`src/rtl/bezpe_pkg.sv`:
```
package bezpe_pkg;

  localparam int unsigned MAX_POINTS = 8;
  localparam int unsigned PtW        = $clog2(MAX_POINTS);
  localparam int unsigned IdxW       = 3;
  localparam int unsigned CoordW     = 16;
  localparam int unsigned ParamW     = 17;
  localparam int unsigned OutW       = 24;
  localparam int unsigned CntW       = 4;
  localparam int unsigned AddrW      = 3;
  localparam int unsigned DataW      = 32;

  localparam int unsigned MulW     = ParamW;
  localparam int unsigned LimbW    = 32;
  localparam int unsigned Limbs    = (CoordW * MAX_POINTS + LimbW - 1) / LimbW;
  localparam int unsigned LimbIdxW = $clog2(Limbs);
  localparam int unsigned BigW     = Limbs * LimbW;
  localparam int unsigned ProdW    = LimbW + MulW;
  localparam int unsigned SumW     = ProdW + 1;
  localparam int unsigned CarryW   = SumW - LimbW;
  localparam int unsigned ShW      = $clog2(BigW);

  localparam logic [ParamW-1:0] OneQ16   = ParamW'(65536);
  localparam logic [CntW-1:0]   PcReset  = CntW'(3);
  localparam logic              RegPointCount = 1'b0;

  // Multiply passes run for each control point after the first.
  typedef enum logic [2:0] {
    PASS_QT,
    PASS_CQ,
    PASS_XU,
    PASS_XA,
    PASS_YU,
    PASS_YA
  } pass_e;

  typedef struct packed {
    logic                valid;
    logic                first;
    logic [LimbIdxW-1:0] limb;
    pass_e               pass;
  } mac_ctl_t;

  typedef logic [MAX_POINTS-1:0][MulW-1:0] binom_row_t;
  typedef binom_row_t [MAX_POINTS-1:0]     binom_tab_t;

  function automatic binom_tab_t binom_build();
    binom_tab_t tab;
    int         r;
    int         c;
    for (r = 0; r < int'(MAX_POINTS); r++) begin
      for (c = 0; c < int'(MAX_POINTS); c++) begin
        if (c == 0) begin
          tab[r][c] = MulW'(1);
        end else if (r == 0) begin
          tab[r][c] = '0;
        end else begin
          tab[r][c] = tab[r-1][c-1] + tab[r-1][c];
        end
      end
    end
    return tab;
  endfunction

  localparam binom_tab_t BinomTab = binom_build();

endpackage

```
`src/rtl/bezpe_cfg.sv`:
```
module bezpe_cfg import bezpe_pkg::*; (
  input  logic             clk_i,
  input  logic             rst_ni,
  input  logic             psel,
  input  logic             penable,
  input  logic             pwrite,
  input  logic [AddrW-1:0] paddr,
  input  logic [DataW-1:0] pwdata,
  output logic [DataW-1:0] prdata,
  output logic             pready,
  output logic [CntW-1:0]  point_count_o
);

  logic [CntW-1:0] point_count_q;
  logic            wr_en;

  assign pready = 1'b1;
  assign wr_en  = psel && penable && pwrite && pready && (paddr[AddrW-1] == RegPointCount);

  always_ff @(posedge clk_i or negedge rst_ni) begin
    if (!rst_ni) begin
      point_count_q <= PcReset;
    end else if (wr_en) begin
      point_count_q <= pwdata[CntW-1:0];
    end
  end

  assign prdata = (paddr[AddrW-1] == RegPointCount) ? DataW'(point_count_q) : '0;
  assign point_count_o = point_count_q;

endmodule

```
`src/rtl/bezpe_store.sv`:
```
module bezpe_store import bezpe_pkg::*; (
  input  logic              clk_i,
  input  logic              we_i,
  input  logic [PtW-1:0]    wr_idx_i,
  input  logic [CoordW-1:0] wr_x_i,
  input  logic [CoordW-1:0] wr_y_i,
  input  logic [PtW-1:0]    rd_idx_i,
  output logic [CoordW-1:0] rd_x_o,
  output logic [CoordW-1:0] rd_y_o
);

  logic [CoordW-1:0] ctrl_x_q [MAX_POINTS];
  logic [CoordW-1:0] ctrl_y_q [MAX_POINTS];
  logic [CoordW-1:0] rd_x_q;
  logic [CoordW-1:0] rd_y_q;

  always_ff @(posedge clk_i) begin
    if (we_i) begin
      ctrl_x_q[wr_idx_i] <= wr_x_i;
      ctrl_y_q[wr_idx_i] <= wr_y_i;
    end
  end

  always_ff @(posedge clk_i) begin
    rd_x_q <= ctrl_x_q[rd_idx_i];
    rd_y_q <= ctrl_y_q[rd_idx_i];
  end

  assign rd_x_o = rd_x_q;
  assign rd_y_o = rd_y_q;

endmodule

```
`src/rtl/bezpe_mac.sv`:
```
module bezpe_mac import bezpe_pkg::*; (
  input  logic             clk_i,
  input  logic             rst_ni,
  input  mac_ctl_t         issue_i,
  input  logic [LimbW-1:0] a_limb_i,
  input  logic [MulW-1:0]  m_i,
  input  logic [LimbW-1:0] b_limb_i,
  output mac_ctl_t         wr_o,
  output logic [LimbW-1:0] res_limb_o
);

  // The product of one limb is registered; the next cycle adds the addend limb
  // and the carry from the limb below.
  mac_ctl_t          ctl_q;
  logic [ProdW-1:0]  prod_q;
  logic [CarryW-1:0] carry_q;
  logic [CarryW-1:0] carry_in;
  logic [SumW-1:0]   sum;

  always_ff @(posedge clk_i) begin
    prod_q <= ProdW'(a_limb_i) * ProdW'(m_i);
  end

  always_ff @(posedge clk_i or negedge rst_ni) begin
    if (!rst_ni) begin
      ctl_q <= '{valid: 1'b0, first: 1'b0, limb: '0, pass: PASS_QT};
    end else begin
      ctl_q <= issue_i;
    end
  end

  assign carry_in = ctl_q.first ? '0 : carry_q;
  assign sum      = SumW'(prod_q) + SumW'(b_limb_i) + SumW'(carry_in);

  always_ff @(posedge clk_i) begin
    if (ctl_q.valid) begin
      carry_q <= sum[SumW-1:LimbW];
    end
  end

  assign wr_o       = ctl_q;
  assign res_limb_o = sum[LimbW-1:0];

endmodule

```
`src/rtl/bezier_point_evaluator.sv`:
```
// An evaluation accepted at one clock edge gives its result on done_o for one cycle,
// once the passes for every point of the point count in use have run.
// busy stays high until the result cycle, so no new evaluation or load is accepted before then.
// Each further control point costs six passes of four limbs through the 32x17 multiplier.
// A load takes effect at its accepting edge and never raises busy.
// Reset clears the sequencer and sets the point count to three; control points keep no reset.
module bezier_point_evaluator import bezpe_pkg::*; (
  input  logic                    clk_i,
  input  logic                    rst_ni,
  input  logic                    start,
  output logic                    busy,
  input  logic                    op_i,
  input  logic [IdxW-1:0]         point_index_i,
  input  logic signed [CoordW-1:0] point_x_i,
  input  logic signed [CoordW-1:0] point_y_i,
  input  logic [ParamW-1:0]       param_t_i,
  output logic                    done_o,
  output logic signed [OutW-1:0]  curve_x_o,
  output logic signed [OutW-1:0]  curve_y_o,
  input  logic                    psel,
  input  logic                    penable,
  input  logic                    pwrite,
  input  logic [AddrW-1:0]        paddr,
  input  logic [DataW-1:0]        pwdata,
  output logic [DataW-1:0]        prdata,
  output logic                    pready
);

  localparam logic [2:0] StIdle  = 3'd0;
  localparam logic [2:0] StInit  = 3'd1;
  localparam logic [2:0] StPass  = 3'd2;
  localparam logic [2:0] StDrain = 3'd3;
  localparam logic [2:0] StFinal = 3'd4;

  logic [2:0]          state_q, state_d;
  logic [PtW-1:0]      pt_q, pt_d;
  logic [PtW-1:0]      deg_q, deg_d;
  pass_e               pass_q, pass_d;
  logic [LimbIdxW-1:0] iss_q, iss_d;
  logic [ParamW-1:0]   t_q, u_q;
  logic                done_q;
  logic [OutW-1:0]     curve_x_q, curve_y_q;

  logic [BigW-1:0] pw_q, cq_q, sx_q, sy_q;

  logic [CntW-1:0]   point_count;
  logic [CntW:0]     cnt_clamped;
  logic [ParamW-1:0] t_clamped;
  logic              accept, eval_go, load_go;
  logic [CoordW-1:0] rd_x, rd_y;
  logic [CoordW-1:0] off_x, off_y;

  mac_ctl_t          mac_issue, mac_wr;
  logic [LimbW-1:0]  a_limb, b_limb, res_limb;
  logic [MulW-1:0]   mul_m;

  bezpe_cfg u_cfg (
    .clk_i         (clk_i),
    .rst_ni        (rst_ni),
    .psel          (psel),
    .penable       (penable),
    .pwrite        (pwrite),
    .paddr         (paddr),
    .pwdata        (pwdata),
    .prdata        (prdata),
    .pready        (pready),
    .point_count_o (point_count)
  );

  assign busy    = (state_q != StIdle);
  assign accept  = start && !busy;
  assign eval_go = accept && op_i;
  assign load_go = accept && !op_i && (32'(point_index_i) < MAX_POINTS);

  // The store reads at the next point index, so its output follows the current point.
  bezpe_store u_store (
    .clk_i    (clk_i),
    .we_i     (load_go),
    .wr_idx_i (PtW'(point_index_i)),
    .wr_x_i   (point_x_i),
    .wr_y_i   (point_y_i),
    .rd_idx_i (pt_d),
    .rd_x_o   (rd_x),
    .rd_y_o   (rd_y)
  );

  // Points are taken in offset binary so that every product stays unsigned.
  assign off_x = {~rd_x[CoordW-1], rd_x[CoordW-2:0]};
  assign off_y = {~rd_y[CoordW-1], rd_y[CoordW-2:0]};

  always_comb begin
    if ({1'b0, point_count} < (CntW+1)'(2)) begin
      cnt_clamped = (CntW+1)'(2);
    end else if ({1'b0, point_count} > (CntW+1)'(MAX_POINTS)) begin
      cnt_clamped = (CntW+1)'(MAX_POINTS);
    end else begin
      cnt_clamped = {1'b0, point_count};
    end
    t_clamped = (param_t_i > OneQ16) ? OneQ16 : param_t_i;
  end

  always_comb begin
    state_d = state_q;
    pt_d    = pt_q;
    deg_d   = deg_q;
    pass_d  = pass_q;
    iss_d   = iss_q;
    unique case (state_q)
      StIdle: begin
        if (eval_go) begin
          state_d = StInit;
          pt_d    = '0;
          deg_d   = PtW'(cnt_clamped - (CntW+1)'(1));
        end
      end
      StInit: begin
        state_d = StPass;
        pt_d    = PtW'(1);
        pass_d  = PASS_QT;
        iss_d   = '0;
      end
      StPass: begin
        if (iss_q == LimbIdxW'(Limbs - 1)) begin
          iss_d = '0;
          unique case (pass_q)
            PASS_QT: pass_d = PASS_CQ;
            PASS_CQ: pass_d = PASS_XU;
            PASS_XU: pass_d = PASS_XA;
            PASS_XA: pass_d = PASS_YU;
            PASS_YU: pass_d = PASS_YA;
            PASS_YA: begin
              pass_d = PASS_QT;
              if (pt_q == deg_q) begin
                state_d = StDrain;
              end else begin
                pt_d = pt_q + PtW'(1);
              end
            end
            default: pass_d = PASS_QT;
          endcase
        end else begin
          iss_d = iss_q + LimbIdxW'(1);
        end
      end
      StDrain: state_d = StFinal;
      StFinal: state_d = StIdle;
      default: state_d = StIdle;
    endcase
  end

  always_ff @(posedge clk_i or negedge rst_ni) begin
    if (!rst_ni) begin
      state_q <= StIdle;
      pt_q    <= '0;
      deg_q   <= '0;
      pass_q  <= PASS_QT;
      iss_q   <= '0;
      done_q  <= 1'b0;
    end else begin
      state_q <= state_d;
      pt_q    <= pt_d;
      deg_q   <= deg_d;
      pass_q  <= pass_d;
      iss_q   <= iss_d;
      done_q  <= (state_q == StFinal);
    end
  end

  always_ff @(posedge clk_i) begin
    if (eval_go) begin
      t_q <= t_clamped;
      u_q <= OneQ16 - t_clamped;
    end
  end

  assign mac_issue = '{valid: (state_q == StPass), first: (iss_q == '0), limb: iss_q,
                       pass: pass_q};

  always_comb begin
    unique case (pass_q)
      PASS_QT: begin
        a_limb = pw_q[iss_q*LimbW +: LimbW];
        mul_m  = t_q;
      end
      PASS_CQ: begin
        a_limb = pw_q[iss_q*LimbW +: LimbW];
        mul_m  = BinomTab[deg_q][pt_q];
      end
      PASS_XU: begin
        a_limb = sx_q[iss_q*LimbW +: LimbW];
        mul_m  = u_q;
      end
      PASS_XA: begin
        a_limb = cq_q[iss_q*LimbW +: LimbW];
        mul_m  = MulW'(off_x);
      end
      PASS_YU: begin
        a_limb = sy_q[iss_q*LimbW +: LimbW];
        mul_m  = u_q;
      end
      PASS_YA: begin
        a_limb = cq_q[iss_q*LimbW +: LimbW];
        mul_m  = MulW'(off_y);
      end
      default: begin
        a_limb = '0;
        mul_m  = '0;
      end
    endcase
  end

  always_comb begin
    unique case (mac_wr.pass)
      PASS_XA: b_limb = sx_q[mac_wr.limb*LimbW +: LimbW];
      PASS_YA: b_limb = sy_q[mac_wr.limb*LimbW +: LimbW];
      default: b_limb = '0;
    endcase
  end

  bezpe_mac u_mac (
    .clk_i      (clk_i),
    .rst_ni     (rst_ni),
    .issue_i    (mac_issue),
    .a_limb_i   (a_limb),
    .m_i        (mul_m),
    .b_limb_i   (b_limb),
    .wr_o       (mac_wr),
    .res_limb_o (res_limb)
  );

  always_ff @(posedge clk_i) begin
    if (state_q == StInit) begin
      pw_q <= BigW'(1);
      sx_q <= BigW'(off_x);
      sy_q <= BigW'(off_y);
    end else if (mac_wr.valid) begin
      unique case (mac_wr.pass)
        PASS_QT:           pw_q[mac_wr.limb*LimbW +: LimbW] <= res_limb;
        PASS_CQ:           cq_q[mac_wr.limb*LimbW +: LimbW] <= res_limb;
        PASS_XU, PASS_XA:  sx_q[mac_wr.limb*LimbW +: LimbW] <= res_limb;
        PASS_YU, PASS_YA:  sy_q[mac_wr.limb*LimbW +: LimbW] <= res_limb;
        default:           pw_q <= pw_q;
      endcase
    end
  end

  // The exact sum carries 16 fraction bits per degree; keep eight and round to nearest.
  function automatic logic [OutW-1:0] round_coord(logic [BigW-1:0] s, logic [PtW-1:0] deg);
    logic [ShW-1:0]  amt;
    logic [BigW-1:0] sh;
    logic [OutW-1:0] q;
    amt = ShW'({deg, 4'b0000}) - ShW'(9);
    sh  = s >> amt;
    q   = sh[OutW:1] + OutW'(sh[0]);
    return {~q[OutW-1], q[OutW-2:0]};
  endfunction

  always_ff @(posedge clk_i) begin
    if (state_q == StFinal) begin
      curve_x_q <= round_coord(sx_q, deg_q);
      curve_y_q <= round_coord(sy_q, deg_q);
    end
  end

  assign done_o    = done_q;
  assign curve_x_o = curve_x_q;
  assign curve_y_o = curve_y_q;

  a_done_idle: assert property (@(posedge clk_i) disable iff (!rst_ni)
    done_o |-> !busy)
    else $error("Result strobe raised while an evaluation is still running.");

  a_eval_busy: assert property (@(posedge clk_i) disable iff (!rst_ni)
    (start && !busy && op_i) |=> (busy && !done_o))
    else $error("Accepted evaluation did not start the sequencer.");

  a_load_quiet: assert property (@(posedge clk_i) disable iff (!rst_ni)
    (start && !busy && !op_i) |=> (!busy && !done_o))
    else $error("Accepted load started the sequencer or produced a result.");

  a_point_range: assert property (@(posedge clk_i) disable iff (!rst_ni)
    busy |-> (pt_q <= deg_q))
    else $error("Point counter ran beyond the curve degree.");

  a_limb_order: assert property (@(posedge clk_i) disable iff (!rst_ni)
    mac_wr.valid |-> (busy && (mac_wr.first == (mac_wr.limb == '0))))
    else $error("Limb write out of order or outside an evaluation.");

endmodule

```
`config.mk`:
```
export PLATFORM = sky130hd
export DESIGN_NAME = bezier_point_evaluator
export DESIGN_NICKNAME = d
export VERILOG_FILES = /design/src/rtl/bezpe_pkg.sv /design/src/rtl/bezpe_cfg.sv /design/src/rtl/bezpe_store.sv /design/src/rtl/bezpe_mac.sv /design/src/rtl/bezier_point_evaluator.sv
export SDC_FILE = /design/constraint.sdc
export NUM_CORES = 2
export LEC_CHECK = 0
export BUFFER_PORTS_ARGS = -buffer_cell sky130_fd_sc_hd__buf_2
export CELL_PAD_IN_SITES_DETAIL_PLACEMENT = 1
export CELL_PAD_IN_SITES_GLOBAL_PLACEMENT = 1
export CORE_ASPECT_RATIO = 0.9
export CORE_MARGIN = 4
export CORE_UTILIZATION = 54
export CTS_CLUSTER_SIZE = 14
export DETAILED_ROUTE_END_ITERATION = 8
export PLACE_DENSITY_LB_ADDON = 0.1
export SYNTH_ARGS = -nofsm -noshare
export SYNTH_HDL_FRONTEND = slang
export SYNTH_SLANG_ARGS = --single-unit
```
`constraint.sdc`:
```
create_clock -name clk_i -period 22.3 [get_ports clk_i]
set_input_delay 3.345 -clock clk_i [delete_from_list [all_inputs] [get_ports clk_i]]
set_output_delay 3.345 -clock clk_i [all_outputs]
set_load 0.005 [all_outputs]
```
==> summary.md <==
| Metric | Value |
|---|---|
| Clk_skew | 41.56 ps |
| Clk_lat worst skew | between 700 and 800 ps |
| Status | complete, but fails checks |
| Number of max-cap violations | 0 |
| RSZ-0062 raised after global routing | false |
| Post-synthesis cell type count | roughly 100 |
| Post-Route WL | 256.6 mm |
| Post-DRT Antenna Nets | 0 |
| Hpwl dp | approximately 180 mm |
| Critical Path AT | ~11000 ps |
| TNS Setup | 0 ps |
| Die Height | 339.9 um |
| CTS tree | yes |
| Number of flops mapped to enable cells by yosys | 515 |
| Max Transition Viols Final | 1 |
| Clk sink count | 974 |
| # nets final | between 7000 and 8000 |
| Core area | 0.1213 mm^2 |
| Drt wl/cell | approximately 30 um |
| 1st-iter DRT viols | approximately 6700 |
| Syn Inst Count | 6930 |
| Number of global-route vias before repair | between 50000 and 60000 |
| CP delay by family, top | compound AO/OA/AOI/OAI gates |
| Fmax | 0.09371 GHz |
| Post-cts hold buffer count | 0 |
| Area share of the largest cell type after synthesis | 23.40% |
| CP Class | reg2reg |
| Critical Path End Type | register |
| CP Max Fanout | 67 |
| H-tree depth | 3 |
| Initial Util | 54.50% |
| Post-Syn Area per Cell | 9.536 um^2 |
| Post-CTS Setup Bufs | 0 |
| Worst path most repeated cell | fa_1 |
| Slew headroom | -0.3734% |
| Via count | 56016 |
| Synth Flop Type | edfxtp_1 |
| DRC violations left | 0 |
| Resize count post-CTS | 0 |
| Largest cells by area after synthesis | edfxtp_1 23%, fa_1 14%, dfxtp_1 13% |
| Number of I/O pins | around 180 |
| Share of cells above drive strength 1 | 10.97% |
| Sequential share of the synthesized area | 37.51% |
| Startpoint types | register |
| Post-synth top area cell | edfxtp_1 |
| Mapped cell area | approximately 0.066 mm^2 |
| Largest net degree at the start of global routing | between 100 and 150 |
| Hold Fails Final Rpt | 0 |
| Critical path's largest stage delay | 890 ps |
| Worst Max-Slew Pin Slew | ~1500 ps |
| Std-Cell Rows | 121 |
| Most frequent cells in the layout | 1308 x nand2_1, 669 x inv_1, 515 x edfxtp_1, 468 x fa_1, 433 x dfxtp_1 |
| Post-DR vias/cell | 6.558 |
| # fillers | approximately 13000 |
| Clk buf depth | 3 |
| FF+latch count, synth | a little under 1000 |
| CP max-delay cell | o31ai_1 |
| Overflow after GRT | 0 |
| Async set-reset flop share out of synthesis | 2.669% |
| Layout area overhead | 7.581% |
| GPL Wtd Cong | 1.006 |
| First-pass GRT wire length | roughly 380 mm |
| Final setup vio count | 0 |
| Tcrit/Tclk final | between 40% and 50% |
| Die Area | 0.1281 mm^2 |
| Synthesis Warnings | 0 |
| Violated checks | max-slew violations |
| Most common cell after layout, fill and taps aside | nand2_1 |
| Drt pass-1 iters | 6 |
| Req. time, crit path | 22940 ps |
| HP Class | reg2reg |
| Die width | around 380 um |
| Worst path bufs/invs | 8 |
| Final min period | 10670 ps |
| CTS buffer count | 95 |
| I/O Buffers | 117 |
| Clock root cell | clkbuf_16 |
| Clock Pin Slew Worst Setup and Hold Paths | 70 ps |
| Total GRT Usage | 39.67% |
| Initial antenna violation count | 21 |
-- worst reg2reg max path: cells and delay by family, from the launching register on --
kind,cells,cell delay [ps]
buffers and inverters,8,2450
adders and majority gates,7,3230
and+or+nand+nor,4,770
AOI/OAI and AO/OA,12,3420
DFF,1,710
-- final cells by class --
| cell class | count | area (um^2) | area share [%] |
|---|---|---|---|
| Tap cell | 1599 | 2001 | 2.814 |
| Inverter | 678 | 2551 | 3.588 |
| Antenna cell | 12 | 30.03 | 0.04224 |
| Clock inverter | 47 | 471.7 | 0.6635 |
| Multi-Input combinational cell | 4836 | 36870 | 51.85 |
| Sequential cell | 974 | 24800 | 34.88 |
| Timing Repair Buffer | 263 | 1719 | 2.418 |
| Clock buffer | 133 | 2655 | 3.734 |
-- worst paths after layout --
path	startpoint	endpoint	slack (ps)	cells after the start
worst max-delay path	pass_q[0]	u_mac.prod_q[46]	11630	31
worst min-delay path	pw_q[69]	pw_q[69]	460	2
worst max register to register	pass_q[0]	u_mac.prod_q[46]	11630	31
worst min register to register	pw_q[69]	pw_q[69]	460	2
max in group asynchronous	rst_ni	pass_q[0]	19000	1
min in group asynchronous	rst_ni	u_cfg.point_count_o[2]	2690	1
-- metal layers --
layer | vias up | GRT usage [%] | wire length (um)
met4 | 18 | 22.12 | 17090
met3 | 785 | 11.71 | 31840
li1 | 23218 | - | -
met2 | 3501 | 58.90 | 111100
met1 | 28494 | 52.23 | 96400
met5 | - | 0 | 140
-- synthesized netlist by cell type, types with 19 or more instances --
cell type / instances
o22ai_1: 21
a31oi_1: 19
dfrtp_1: 24
mux4_2: 148
or2_2: 70
nor2b_1: 86
mux2i_1: 65
clkbuf_1: 267
a21o_1: 73
nor2_1: 380
nand2_1: 1309
or3_1: 21
o21a_1: 20
a221oi_1: 75
and3_1: 24
o21ai_1: 21
buf_2: 89
a21oi_1: 390
mux2_2: 26
a22oi_1: 20
xnor2_1: 79
inv_1: 672
nand2b_1: 147
xor2_1: 58
edfxtp_1: 515
buf_4: 65
o21ai_0: 302
ha_1: 189
buf_1: 35
nand3_1: 355
nand4_1: 23
fa_1: 468
a221o_1: 90
dfxtp_1: 433
nor3_1: 39
and2_1: 60
o31ai_1: 21
-- metrics by stage --
step	hold slack (ps)	utilization, %	setup slack (ps)	cells	cell area, um^2
2_1_floorplan	348.7	-	14080	6957	66190
3_3_place_gp	441.1	56.02	12170	8350	67940
3_5_place_dp	447.6	56.02	12020	8350	67940
4_1_cts	457.2	58.60	11930	8530	71070
5_1_grt	469.6	58.61	11290	8533	71070
6_report	458.5	58.63	11630	8542	71100
-- sequential cells by signal, summed over array words and instances (netlist names), 4 cells and up --
name / cells
cq_q: 128
pw_q: 128
sx_q: 128
sy_q: 128
u_store.ctrl_x_q: 128
u_store.ctrl_y_q: 128
u_mac.prod_q: 49
curve_x_o: 24
curve_y_o: 24
u_mac.carry_q: 18
t_q: 17
u_q: 16
u_store.rd_x_o: 16
u_store.rd_y_o: 16
u_mac.wr_o: 7
u_cfg.point_count_o: 4
-- kinds of logic (layout without fill, tap and decap cells) --
| kind of cell | count (synthesis) | in the layout | synth area share, % |
|---|---|---|---|
| AO/OA/AOI/OAI | 1184 | 1184 | 11.54 |
| XOR/XNOR | 140 | 140 | 1.907 |
| adder cells (fa/ha/maj) | 657 | 657 | 17.76 |
| buffers and inverters | 1147 | 1121 | 7.208 |
| flip-flops | 974 | 974 | 37.51 |
| multiplexers | 239 | 239 | 6.471 |
| other | 2 | 41 | 0.01136 |
| AND/OR/NAND/NOR | 2587 | 2587 | 17.60 |
Power is left out: the tool's default activity adds up to more than one toggle a clock period on the data nets, which glitch-free logic cannot reach.
